`src/grid_home_path_mapper_macros.svh`:
```
// Assertion macros for the grid home path mapper.
// Every macro expects signals named clk and rst in the scope where it is used.
`ifndef GRID_HOME_PATH_MAPPER_MACROS_SVH
`define GRID_HOME_PATH_MAPPER_MACROS_SVH

// Same-cycle implication, ignored while reset is high
`define GHPM_IMPLIES(label, ante, cons, msg) \
  label: assert property (@(posedge clk) disable iff (rst) (ante) |-> (cons)) \
    else $error(msg);

// Next-cycle implication, ignored while reset is high
`define GHPM_NEXT(label, ante, cons, msg) \
  label: assert property (@(posedge clk) disable iff (rst) (ante) |=> (cons)) \
    else $error(msg);

`endif

```
`src/ghpm_pkg.sv`:
```
// Shared types and constants for the grid home path mapper.
// No dependencies; imported by the top level.
`default_nettype none

package ghpm_pkg;

  // Operation codes
  localparam logic [1:0] OP_RUN   = 2'd0;
  localparam logic [1:0] OP_HOME  = 2'd1;
  localparam logic [1:0] OP_CLEAR = 2'd2;

  // Configuration register indexes
  localparam logic [1:0] CFG_START_X       = 2'd0;
  localparam logic [1:0] CFG_START_Y       = 2'd1;
  localparam logic [1:0] CFG_START_HEADING = 2'd2;

  // Cell contents
  localparam logic [6:0] UNVISITED  = 7'd99;
  localparam logic [3:0] DIAG_WALLS = 4'hf;

  // Stream widths
  localparam int IN_W  = 16;
  localparam int OUT_W = 32;

  typedef struct packed {
    logic [3:0] walls;
    logic [2:0] back;
    logic [6:0] steps;
  } cell_t;

  // Column step for a heading, north is +y and east is +x
  function automatic logic signed [1:0] step_dx(input logic [2:0] d);
    logic signed [1:0] r;
    case (d)
      3'd1, 3'd2, 3'd3: r = 2'sd1;
      3'd5, 3'd6, 3'd7: r = -2'sd1;
      default:          r = 2'sd0;
    endcase
    return r;
  endfunction

  // Row step for a heading
  function automatic logic signed [1:0] step_dy(input logic [2:0] d);
    logic signed [1:0] r;
    case (d)
      3'd0, 3'd1, 3'd7: r = 2'sd1;
      3'd3, 3'd4, 3'd5: r = -2'sd1;
      default:          r = 2'sd0;
    endcase
    return r;
  endfunction

endpackage

`default_nettype wire

```
`src/grid_home_path_mapper.sv`:
```
// Grid home path mapper: one cell memory, a read-modify-write sequencer and the
// current position and heading. Depends on ghpm_pkg and the assertion macros.
//
// Usage:
//  - Input stream s_axis: one transfer per operation (record run, home step,
//    clear map). Output stream m_axis: exactly one result transfer per input.
//  - cfg_we/cfg_index/cfg_data write the start column, row and heading; they
//    take effect at the next clear; reset sets them to zero.
//  - A record run takes one memory access pair per cell step; the next input
//    is taken in the cycle after the result is loaded.
//  - Cell memory has one write and one read port and a registered read; each
//    run step reads the next cell while writing back the one left behind.
//  - Reset and clear drop all the per-cell valid flags at once, so an
//    unwritten cell reads as unvisited (distance 99, or 0 at the start cell).
//    No clearing pass is needed.
//  - When m_axis_tready is low the result holds in the output register; one
//    further item may be worked on and then waits until the register drains.
`default_nettype none
`include "grid_home_path_mapper_macros.svh"

module grid_home_path_mapper
  import ghpm_pkg::*;
#(
  parameter int MAP_SIDE = 8
) (
  input  wire logic             clk,
  input  wire logic             rst,
  // Input stream, tdata from bit 0: operation[1:0], direction[2:0], run_length[3:0]
  input  wire logic             s_axis_tvalid,
  output logic                  s_axis_tready,
  input  wire logic [IN_W-1:0]  s_axis_tdata,
  // Result stream, tdata from bit 0: pos_x[2:0], pos_y[2:0], heading[2:0],
  // distance_home[6:0], home_direction[2:0], wall_bits[3:0], turn_amount[3:0],
  // at_home, off_map
  output logic                  m_axis_tvalid,
  input  wire logic             m_axis_tready,
  output logic [OUT_W-1:0]      m_axis_tdata,
  // Configuration writes
  input  wire logic             cfg_we,
  input  wire logic [1:0]       cfg_index,
  input  wire logic [2:0]       cfg_data
);

  localparam int CW    = $clog2(MAP_SIDE);
  localparam int CELLS = MAP_SIDE * MAP_SIDE;
  localparam int AW    = $clog2(CELLS);

  localparam logic [2:0] S_IDLE  = 3'd0;
  localparam logic [2:0] S_LOAD  = 3'd1;
  localparam logic [2:0] S_DISP  = 3'd2;
  localparam logic [2:0] S_STEP  = 3'd3;
  localparam logic [2:0] S_WALL  = 3'd4;
  localparam logic [2:0] S_WALL2 = 3'd5;
  localparam logic [2:0] S_FETCH = 3'd6;
  localparam logic [2:0] S_DONE  = 3'd7;

  function automatic logic [AW-1:0] cell_addr(input logic [CW-1:0] x,
                                               input logic [CW-1:0] y);
    return AW'(int'(y) * MAP_SIDE + int'(x));
  endfunction

  logic [2:0]        state, state_next;
  logic [2:0]        start_x, start_y, start_heading;
  logic [1:0]        op_r;
  logic [2:0]        dir_r;
  logic [3:0]        cnt;
  logic [CW-1:0]     cur_x, cur_y;
  logic [2:0]        heading;
  logic [AW-1:0]     home_idx;
  cell_t             cur_word;
  logic [3:0]        turn;
  logic              clipped;
  logic              out_valid;
  logic [OUT_W-1:0]  out_data;

  // Cell memory and its read side
  cell_t             mem [CELLS];
  logic [CELLS-1:0]  valid;
  cell_t             mem_q;
  logic              rd_vld;
  logic [AW-1:0]     rd_addr;

  logic              rd_en, wr_en;
  logic [AW-1:0]     rd_addr_in, wr_addr;
  cell_t             wr_data;

  // Input fields
  logic              in_fire;
  logic [1:0]        in_op;
  logic [2:0]        in_dir;
  logic [3:0]        in_len;

  assign s_axis_tready = (state == S_IDLE);
  assign in_fire       = s_axis_tvalid && s_axis_tready;
  assign in_op         = s_axis_tdata[1:0];
  assign in_dir        = s_axis_tdata[4:2];
  assign in_len        = s_axis_tdata[8:5];

  // Start cell, clamped into the grid
  logic [CW-1:0] sx, sy;
  assign sx = (int'(start_x) >= MAP_SIDE) ? CW'(MAP_SIDE - 1) : CW'(start_x);
  assign sy = (int'(start_y) >= MAP_SIDE) ? CW'(MAP_SIDE - 1) : CW'(start_y);

  // Neighbor positions along the move heading
  logic [2:0]    mv_dir;
  logic [CW:0]   nx1_x, nx1_y, nx2_x, nx2_y;
  logic          nx1_in, nx2_in;
  logic [AW-1:0] cur_addr, nx1_addr, nx2_addr;

  assign mv_dir   = (op_r == OP_HOME) ? cur_word.back : dir_r;
  assign nx1_x    = {1'b0, cur_x} + (CW+1)'(step_dx(mv_dir));
  assign nx1_y    = {1'b0, cur_y} + (CW+1)'(step_dy(mv_dir));
  assign nx2_x    = nx1_x + (CW+1)'(step_dx(dir_r));
  assign nx2_y    = nx1_y + (CW+1)'(step_dy(dir_r));
  assign nx1_in   = (int'(nx1_x) < MAP_SIDE) && (int'(nx1_y) < MAP_SIDE);
  assign nx2_in   = (int'(nx2_x) < MAP_SIDE) && (int'(nx2_y) < MAP_SIDE);
  assign cur_addr = cell_addr(cur_x, cur_y);
  assign nx1_addr = cell_addr(nx1_x[CW-1:0], nx1_y[CW-1:0]);
  assign nx2_addr = cell_addr(nx2_x[CW-1:0], nx2_y[CW-1:0]);

  // Read data, with never-written cells taking their cleared value
  cell_t eff_word;
  always_comb begin
    if (rd_vld) begin
      eff_word = mem_q;
    end else begin
      eff_word.walls = 4'd0;
      eff_word.back  = 3'd0;
      eff_word.steps = (rd_addr == home_idx) ? 7'd0 : UNVISITED;
    end
  end

  // Relax distances between the current cell and the one entered
  cell_t      here_new, there_new;
  logic [7:0] here_p1, there_p1;
  assign here_p1  = {1'b0, cur_word.steps} + 8'd1;
  assign there_p1 = {1'b0, eff_word.steps} + 8'd1;
  always_comb begin
    here_new  = cur_word;
    there_new = eff_word;
    if ({1'b0, eff_word.steps} > here_p1) begin
      there_new.steps = here_p1[6:0];
      there_new.back  = dir_r + 3'd4;
    end else if (there_p1 < {1'b0, cur_word.steps}) begin
      here_new.steps = there_p1[6:0];
      here_new.back  = dir_r;
    end
  end

  // Wall marks at the end of a run
  cell_t wall_word, nbr_word;
  always_comb begin
    wall_word = cur_word;
    if (dir_r[0]) begin
      wall_word.walls = DIAG_WALLS;
    end else begin
      wall_word.walls = cur_word.walls | (4'd1 << dir_r[2:1]);
    end
    nbr_word       = eff_word;
    nbr_word.walls = eff_word.walls | (4'd1 << (dir_r[2:1] ^ 2'b10));
  end

  // Turn toward the stored back direction, folded into -4..4; a half turn
  // counts negative when heading bit 2 is set (headings 4 to 7)
  logic [2:0] turn_d;
  logic [3:0] turn_next;
  assign turn_d    = mv_dir - heading;
  assign turn_next = {(turn_d > 3'd4) || (turn_d == 3'd4 && heading[2]), turn_d};

  // Sequencer and memory port control
  always_comb begin
    state_next = state;
    rd_en      = 1'b0;
    rd_addr_in = cur_addr;
    wr_en      = 1'b0;
    wr_addr    = cur_addr;
    wr_data    = cur_word;
    case (state)
      S_IDLE: begin
        if (in_fire) begin
          if (in_op == OP_CLEAR) begin
            state_next = S_DONE;
          end else begin
            rd_en      = 1'b1;
            state_next = S_LOAD;
          end
        end
      end
      S_LOAD: begin
        state_next = S_DISP;
      end
      S_DISP: begin
        case (op_r)
          OP_RUN: begin
            if (cnt == 4'd0 || !nx1_in) begin
              state_next = S_WALL;
            end else begin
              rd_en      = 1'b1;
              rd_addr_in = nx1_addr;
              state_next = S_STEP;
            end
          end
          OP_HOME: begin
            if (cur_word.steps != 7'd0 && nx1_in) begin
              rd_en      = 1'b1;
              rd_addr_in = nx1_addr;
              state_next = S_FETCH;
            end else begin
              state_next = S_DONE;
            end
          end
          default: state_next = S_DONE;
        endcase
      end
      S_STEP: begin
        // write back the cell being left, fetch the one after next
        wr_en   = 1'b1;
        wr_data = here_new;
        if (cnt == 4'd1 || !nx2_in) begin
          state_next = S_WALL;
        end else begin
          rd_en      = 1'b1;
          rd_addr_in = nx2_addr;
          state_next = S_STEP;
        end
      end
      S_WALL: begin
        wr_en   = 1'b1;
        wr_data = wall_word;
        if (!dir_r[0] && nx1_in) begin
          rd_en      = 1'b1;
          rd_addr_in = nx1_addr;
          state_next = S_WALL2;
        end else begin
          state_next = S_DONE;
        end
      end
      S_WALL2: begin
        wr_en      = 1'b1;
        wr_addr    = rd_addr;
        wr_data    = nbr_word;
        state_next = S_DONE;
      end
      S_FETCH: begin
        state_next = S_DONE;
      end
      S_DONE: begin
        if (!out_valid || m_axis_tready) begin
          state_next = S_IDLE;
        end
      end
      default: state_next = S_IDLE;
    endcase
  end

  // Cell memory, synchronous read
  always_ff @(posedge clk) begin
    if (wr_en) begin
      mem[wr_addr] <= wr_data;
    end
    if (rd_en) begin
      mem_q   <= mem[rd_addr_in];
      rd_vld  <= valid[rd_addr_in];
      rd_addr <= rd_addr_in;
    end
  end

  // Per-cell written flags, dropped by reset and clear
  always_ff @(posedge clk) begin
    if (rst) begin
      valid <= '0;
    end else if (in_fire && in_op == OP_CLEAR) begin
      valid <= '0;
    end else if (wr_en) begin
      valid[wr_addr] <= 1'b1;
    end
  end

  // Control, position and result registers
  always_ff @(posedge clk) begin
    if (rst) begin
      state         <= S_IDLE;
      out_valid     <= 1'b0;
      start_x       <= 3'd0;
      start_y       <= 3'd0;
      start_heading <= 3'd0;
      cur_x         <= '0;
      cur_y         <= '0;
      heading       <= 3'd0;
      home_idx      <= '0;
    end else begin
      state <= state_next;

      if (cfg_we) begin
        case (cfg_index)
          CFG_START_X:       start_x       <= cfg_data;
          CFG_START_Y:       start_y       <= cfg_data;
          CFG_START_HEADING: start_heading <= cfg_data;
          default: ;
        endcase
      end

      // Load the output register when free, drop it after a transfer
      if (state == S_DONE && (!out_valid || m_axis_tready)) begin
        out_valid <= 1'b1;
      end else if (m_axis_tready) begin
        out_valid <= 1'b0;
      end

      case (state)
        S_IDLE: begin
          if (in_fire) begin
            op_r    <= in_op;
            dir_r   <= in_dir;
            cnt     <= in_len;
            clipped <= 1'b0;
            turn    <= 4'd0;
            if (in_op == OP_CLEAR) begin
              cur_x    <= sx;
              cur_y    <= sy;
              heading  <= start_heading;
              home_idx <= cell_addr(sx, sy);
              cur_word <= '0;
            end
          end
        end
        S_LOAD: begin
          cur_word <= eff_word;
        end
        S_DISP: begin
          if (op_r == OP_RUN) begin
            if (cnt != 4'd0 && !nx1_in) begin
              clipped <= 1'b1;
            end
          end else if (op_r == OP_HOME && cur_word.steps != 7'd0) begin
            heading <= mv_dir;
            turn    <= turn_next;
            if (nx1_in) begin
              cur_x <= nx1_x[CW-1:0];
              cur_y <= nx1_y[CW-1:0];
            end else begin
              clipped <= 1'b1;
            end
          end
        end
        S_STEP: begin
          cur_x    <= nx1_x[CW-1:0];
          cur_y    <= nx1_y[CW-1:0];
          cur_word <= there_new;
          cnt      <= cnt - 4'd1;
          if (cnt != 4'd1 && !nx2_in) begin
            clipped <= 1'b1;
          end
        end
        S_WALL: begin
          cur_word <= wall_word;
        end
        S_FETCH: begin
          cur_word <= eff_word;
        end
        S_DONE: begin
          if (!out_valid || m_axis_tready) begin
            out_data <= {3'b000, clipped, (cur_word.steps == 7'd0), turn,
                         cur_word.walls, cur_word.back, cur_word.steps,
                         heading, 3'(cur_y), 3'(cur_x)};
          end
        end
        default: ;
      endcase
    end
  end

  assign m_axis_tvalid = out_valid;
  assign m_axis_tdata  = out_data;

  // Checks
  `GHPM_IMPLIES(a_no_same_cell, rd_en && wr_en, rd_addr_in != wr_addr, "read and write hit one cell")
  `GHPM_IMPLIES(a_step_count, state == S_STEP, cnt != 4'd0, "run step with no cells left")
  `GHPM_IMPLIES(a_write_states, wr_en, state == S_STEP || state == S_WALL || state == S_WALL2, "cell write outside a run")
  `GHPM_NEXT(a_result_loaded, state == S_DONE && (!out_valid || m_axis_tready), out_valid && state == S_IDLE, "result not loaded")

endmodule

`default_nettype wire
```
`config.mk`:
```
export PLATFORM = sky130hd
export DESIGN_NAME = grid_home_path_mapper
export DESIGN_NICKNAME = d
export VERILOG_FILES = /design/src/ghpm_pkg.sv /design/src/grid_home_path_mapper.sv
export VERILOG_INCLUDE_DIRS = /design/src /design/src/src
export SDC_FILE = /design/constraint.sdc
export NUM_CORES = 1
export LEC_CHECK = 0
export BUFFER_PORTS_ARGS = -buffer_cell sky130_fd_sc_hd__buf_4
export CAP_MARGIN = 40
export CORE_MARGIN = 2
export CORE_UTILIZATION = 40
export DETAILED_ROUTE_END_ITERATION = 8
export RECOVER_POWER = 100
export SETUP_SLACK_MARGIN = 0.05
export SYNTH_ARGS = -nofsm -noshare
export SYNTH_HDL_FRONTEND = slang
export SYNTH_SLANG_ARGS = --single-unit
```
`constraint.sdc`:
```
create_clock -name clk -period 8.7 [get_ports clk]
set_input_delay 0.87 -clock clk [delete_from_list [all_inputs] [get_ports clk]]
set_output_delay 0.87 -clock clk [all_outputs]
set_load 0.05 [all_outputs]
```
==> flow_summary.toml <==
[logic_synthesis]
synthArstFlopShare_pct = 0
synthDistinctLibCells = 77
syn_area_sq_um = 43600
ys_top_cells_by_area = "edfxtp_1 (67%), nand2_1 (7.9%), dfxtp_1 (4.2%), nand3_1 (3.3%), mux2i_1 (1.6%)"
synth_edf_count = 974
synth_top_area_share_pct = 67.0
yosysSeqAreaShare_pct = 71.2
synth_ff_type = "edfxtp_1"
synth_area_leader_cell = "edfxtp_1"
synthCells = 3473
synthTopCellsByCount = "edfxtp_1 (974), nand2_1 (922), nand3_1 (292)"
synth_warnings = 0
ys_ff_latch = 1066
avgSynthCellArea_sq_um = 12.6
yosysMostFrequentCell = "edfxtp_1"

[floorplanning]
core-area_sq_um = 109000
die_x_um = 334
floorplan.io_pins = 60
design.die.area_sq_um = 112000
fp-row-count = 121
start_util_pct = 40.2
fp.dieH_um = 334

[sta]
grt_setup_unrepaired = "false"
worst_pin_slew_ns = 3.42
fin_crit_sh_pct = 88.8
slew_headroom_pct = -128
fin_crit_ns = 7.72
setup_slack_ns = 0.975
final_hold_viol_count = 0
finalMaxSlewViolations = 663
timing.final.setup_violations = 0
fmax_mhz = 129
finClkSkew_ns = 0.0332
fin_tns_setup_ns = 0

[global_routing]
grt_pass1_wl_um = 173000
grt_usage_pct = 20.5
grt_start_max_net_pins = 135
grt_pass1_vias = 26749
antenna_found_initial = 3
gr-total-overflow = 0

[routing]
dr_total_vias = 28294
dr.pass1.iters = 6
wl_per_cell_um = 22.9
drt-vias-per-instance = 5.58
drcViolationCount = 0
ant_nets = 0
drt-total-wl_um = 116000
dr.first_iter.drc_count = 3176

[clock_network]
post_cts_buffers = 0
insertion_delay_ns = 0.69
cts_tree = "done"
post_cts_resized = 0
cts_htree_levels = 3
hold_buffers = 0
numCtsBuffers = 109
cts.clk_slew.worst_paths_ns = 0.06
cts-root-buf = "clkbuf_16"
cts_sinks = 1066
cts.path.max_buffers = 3

[cells_and_area]
area_growth_pct = 12.4
fin_area_sq_um = 49100
layout-drive-gt1-share_pct = 6.87
layout.nets = 3623
instances_no_fill = 5071

[place]
place_congestion = 0.872
placed_area_sq_um = 46300
dp_cells = 4862
preCtsSetupSlack_ns = 1.72
dp_hpwl_um = 66700
portBuffers = 49

[setup_path]
cp.arrival_ns = 8.09
crit_type = "register to register"
critPathLaunchType = "register"
end_kind = "register"
path_max_fanout = 32
required_ns = 9.07

[pwr]
vdd_drop_max_mv = 0.476
p_leak_nw = 16.5
powerDensity_nw_per_um2 = 395

[status]
status = "finished, violations left"
violations = "capacitance limit, slew limit"

[hold_path]
hold_path_class = "input port to register"

[job]
max-cap-violations = 14
## placed cells by master, fill, tap and decap left out, types with 34 or more instances in the layout
cell type | synthesis | layout
inv_1 | 44 | 45
mux2i_1 | 69 | 69
nor2_1 | 134 | 134
nand2_1 | 922 | 921
dfxtp_1 | 92 | 92
nand3_1 | 292 | 292
clkbuf_16 | 0 | 114
nand4_1 | 109 | 109
a32oi_1 | 66 | 66
ha_1 | 34 | 34
a31oi_1 | 50 | 49
buf_4 | 12 | 38
o21ai_0 | 54 | 53
a21oi_1 | 114 | 110
clkbuf_1 | 116 | 161
edfxtp_1 | 974 | 974
o21a_1 | 71 | 71
## critical path, cell delays in order (launching register included)
cell and delay (ns):
edfxtp_1 0.69, nor4_1 0.80, a21o_1 0.25, inv_1 0.11
ha_1 0.31, nor2b_1 0.14, o21a_1 0.16, o21a_1 0.17
o21a_1 0.17, o21a_1 0.17, o21a_1 0.18, o211ai_1 0.38
and3_1 0.65, mux2i_1 0.15, o21ai_0 1.20, clkbuf_1 1.06
clkbuf_2 0.75
## report_power, final
group | internal, mW | switching (mW)
registers | 7.03 | 0.186
logic | 1.98 | 5.75
clock network | 2.51 | 1.90
## final timing paths
| kind | endpoint | cells past startpoint | slack (ns) | startpoint |
|---|---|---|---|---|
| max | mem[59][8] | 16 | 0.98 | rd_vld |
| min | dir_r[1] | 1 | 0.39 | s_axis_tdata[3] |
| max reg2reg | mem[59][8] | 16 | 0.98 | rd_vld |
| min reg2reg | m_axis_tdata[28] | 0 | 0.42 | clipped |
## metal layers
layer / GRT usage, % / share of wire, % / up-vias
li1: - / - / 12962
met3: 2.78 / 7.2 / 173
met2: 33.1 / 47 / 1038
met1: 28.8 / 43 / 14119
met4: 6.19 / 2.8 / 2
met5: 0 / 0.017 / -
## kinds of logic (layout without fill, tap and decap cells)
group                    count (synthesis)  in the layout  share of synthesized area [%]
flip-flops                            1066           1066                           71.2
AO/OA/AOI/OAI                          473            473                           7.50
other                                    1              6                        0.00859
buffers and inverters                  255            434                           2.49
AND/OR/NAND/NOR                       1537           1537                           15.2
XOR/XNOR                                30             30                          0.665
multiplexers                            73             73                           1.70
adder cells (fa/ha/maj)                 38             38                           1.16
## layout make-up
type | count | area [sq um]
Antenna cell | 3 | 7.51
Clock buffer | 165 | 3130
Clock inverter | 41 | 259
Fill cell | 9700 | 59500
Inverter | 50 | 195
Multi-Input combinational cell | 2154 | 11600
Sequential cell | 1066 | 31100
Tap cell | 1414 | 1770
Timing Repair Buffer | 178 | 1040
## registers in the layout (all words and copies together), names as in the netlist, 4 cells and up
name,cells
mem_q,14
home_idx,6
cur_word,14
mem,896
cnt,4
turn,4
rd_addr,6
valid,64
m_axis_tdata,29
## per-stage QoR
| stage | hold WS, ns | utilization (%) | total power [mW] |
|---|---|---|---|
| CTS | 0.314 | 45.8 | 19.5 |
| finish | 0.387 | 45.2 | 19.4 |
| global route | 0.356 | 45.2 | 20.4 |
| global placement | 0.405 | 42.4 | 14.9 |
| floorplan | 0.400 | - | 12.2 |
| detailed placement | 0.407 | 42.7 | 15.1 |
(Power assumes the default switching activity.)
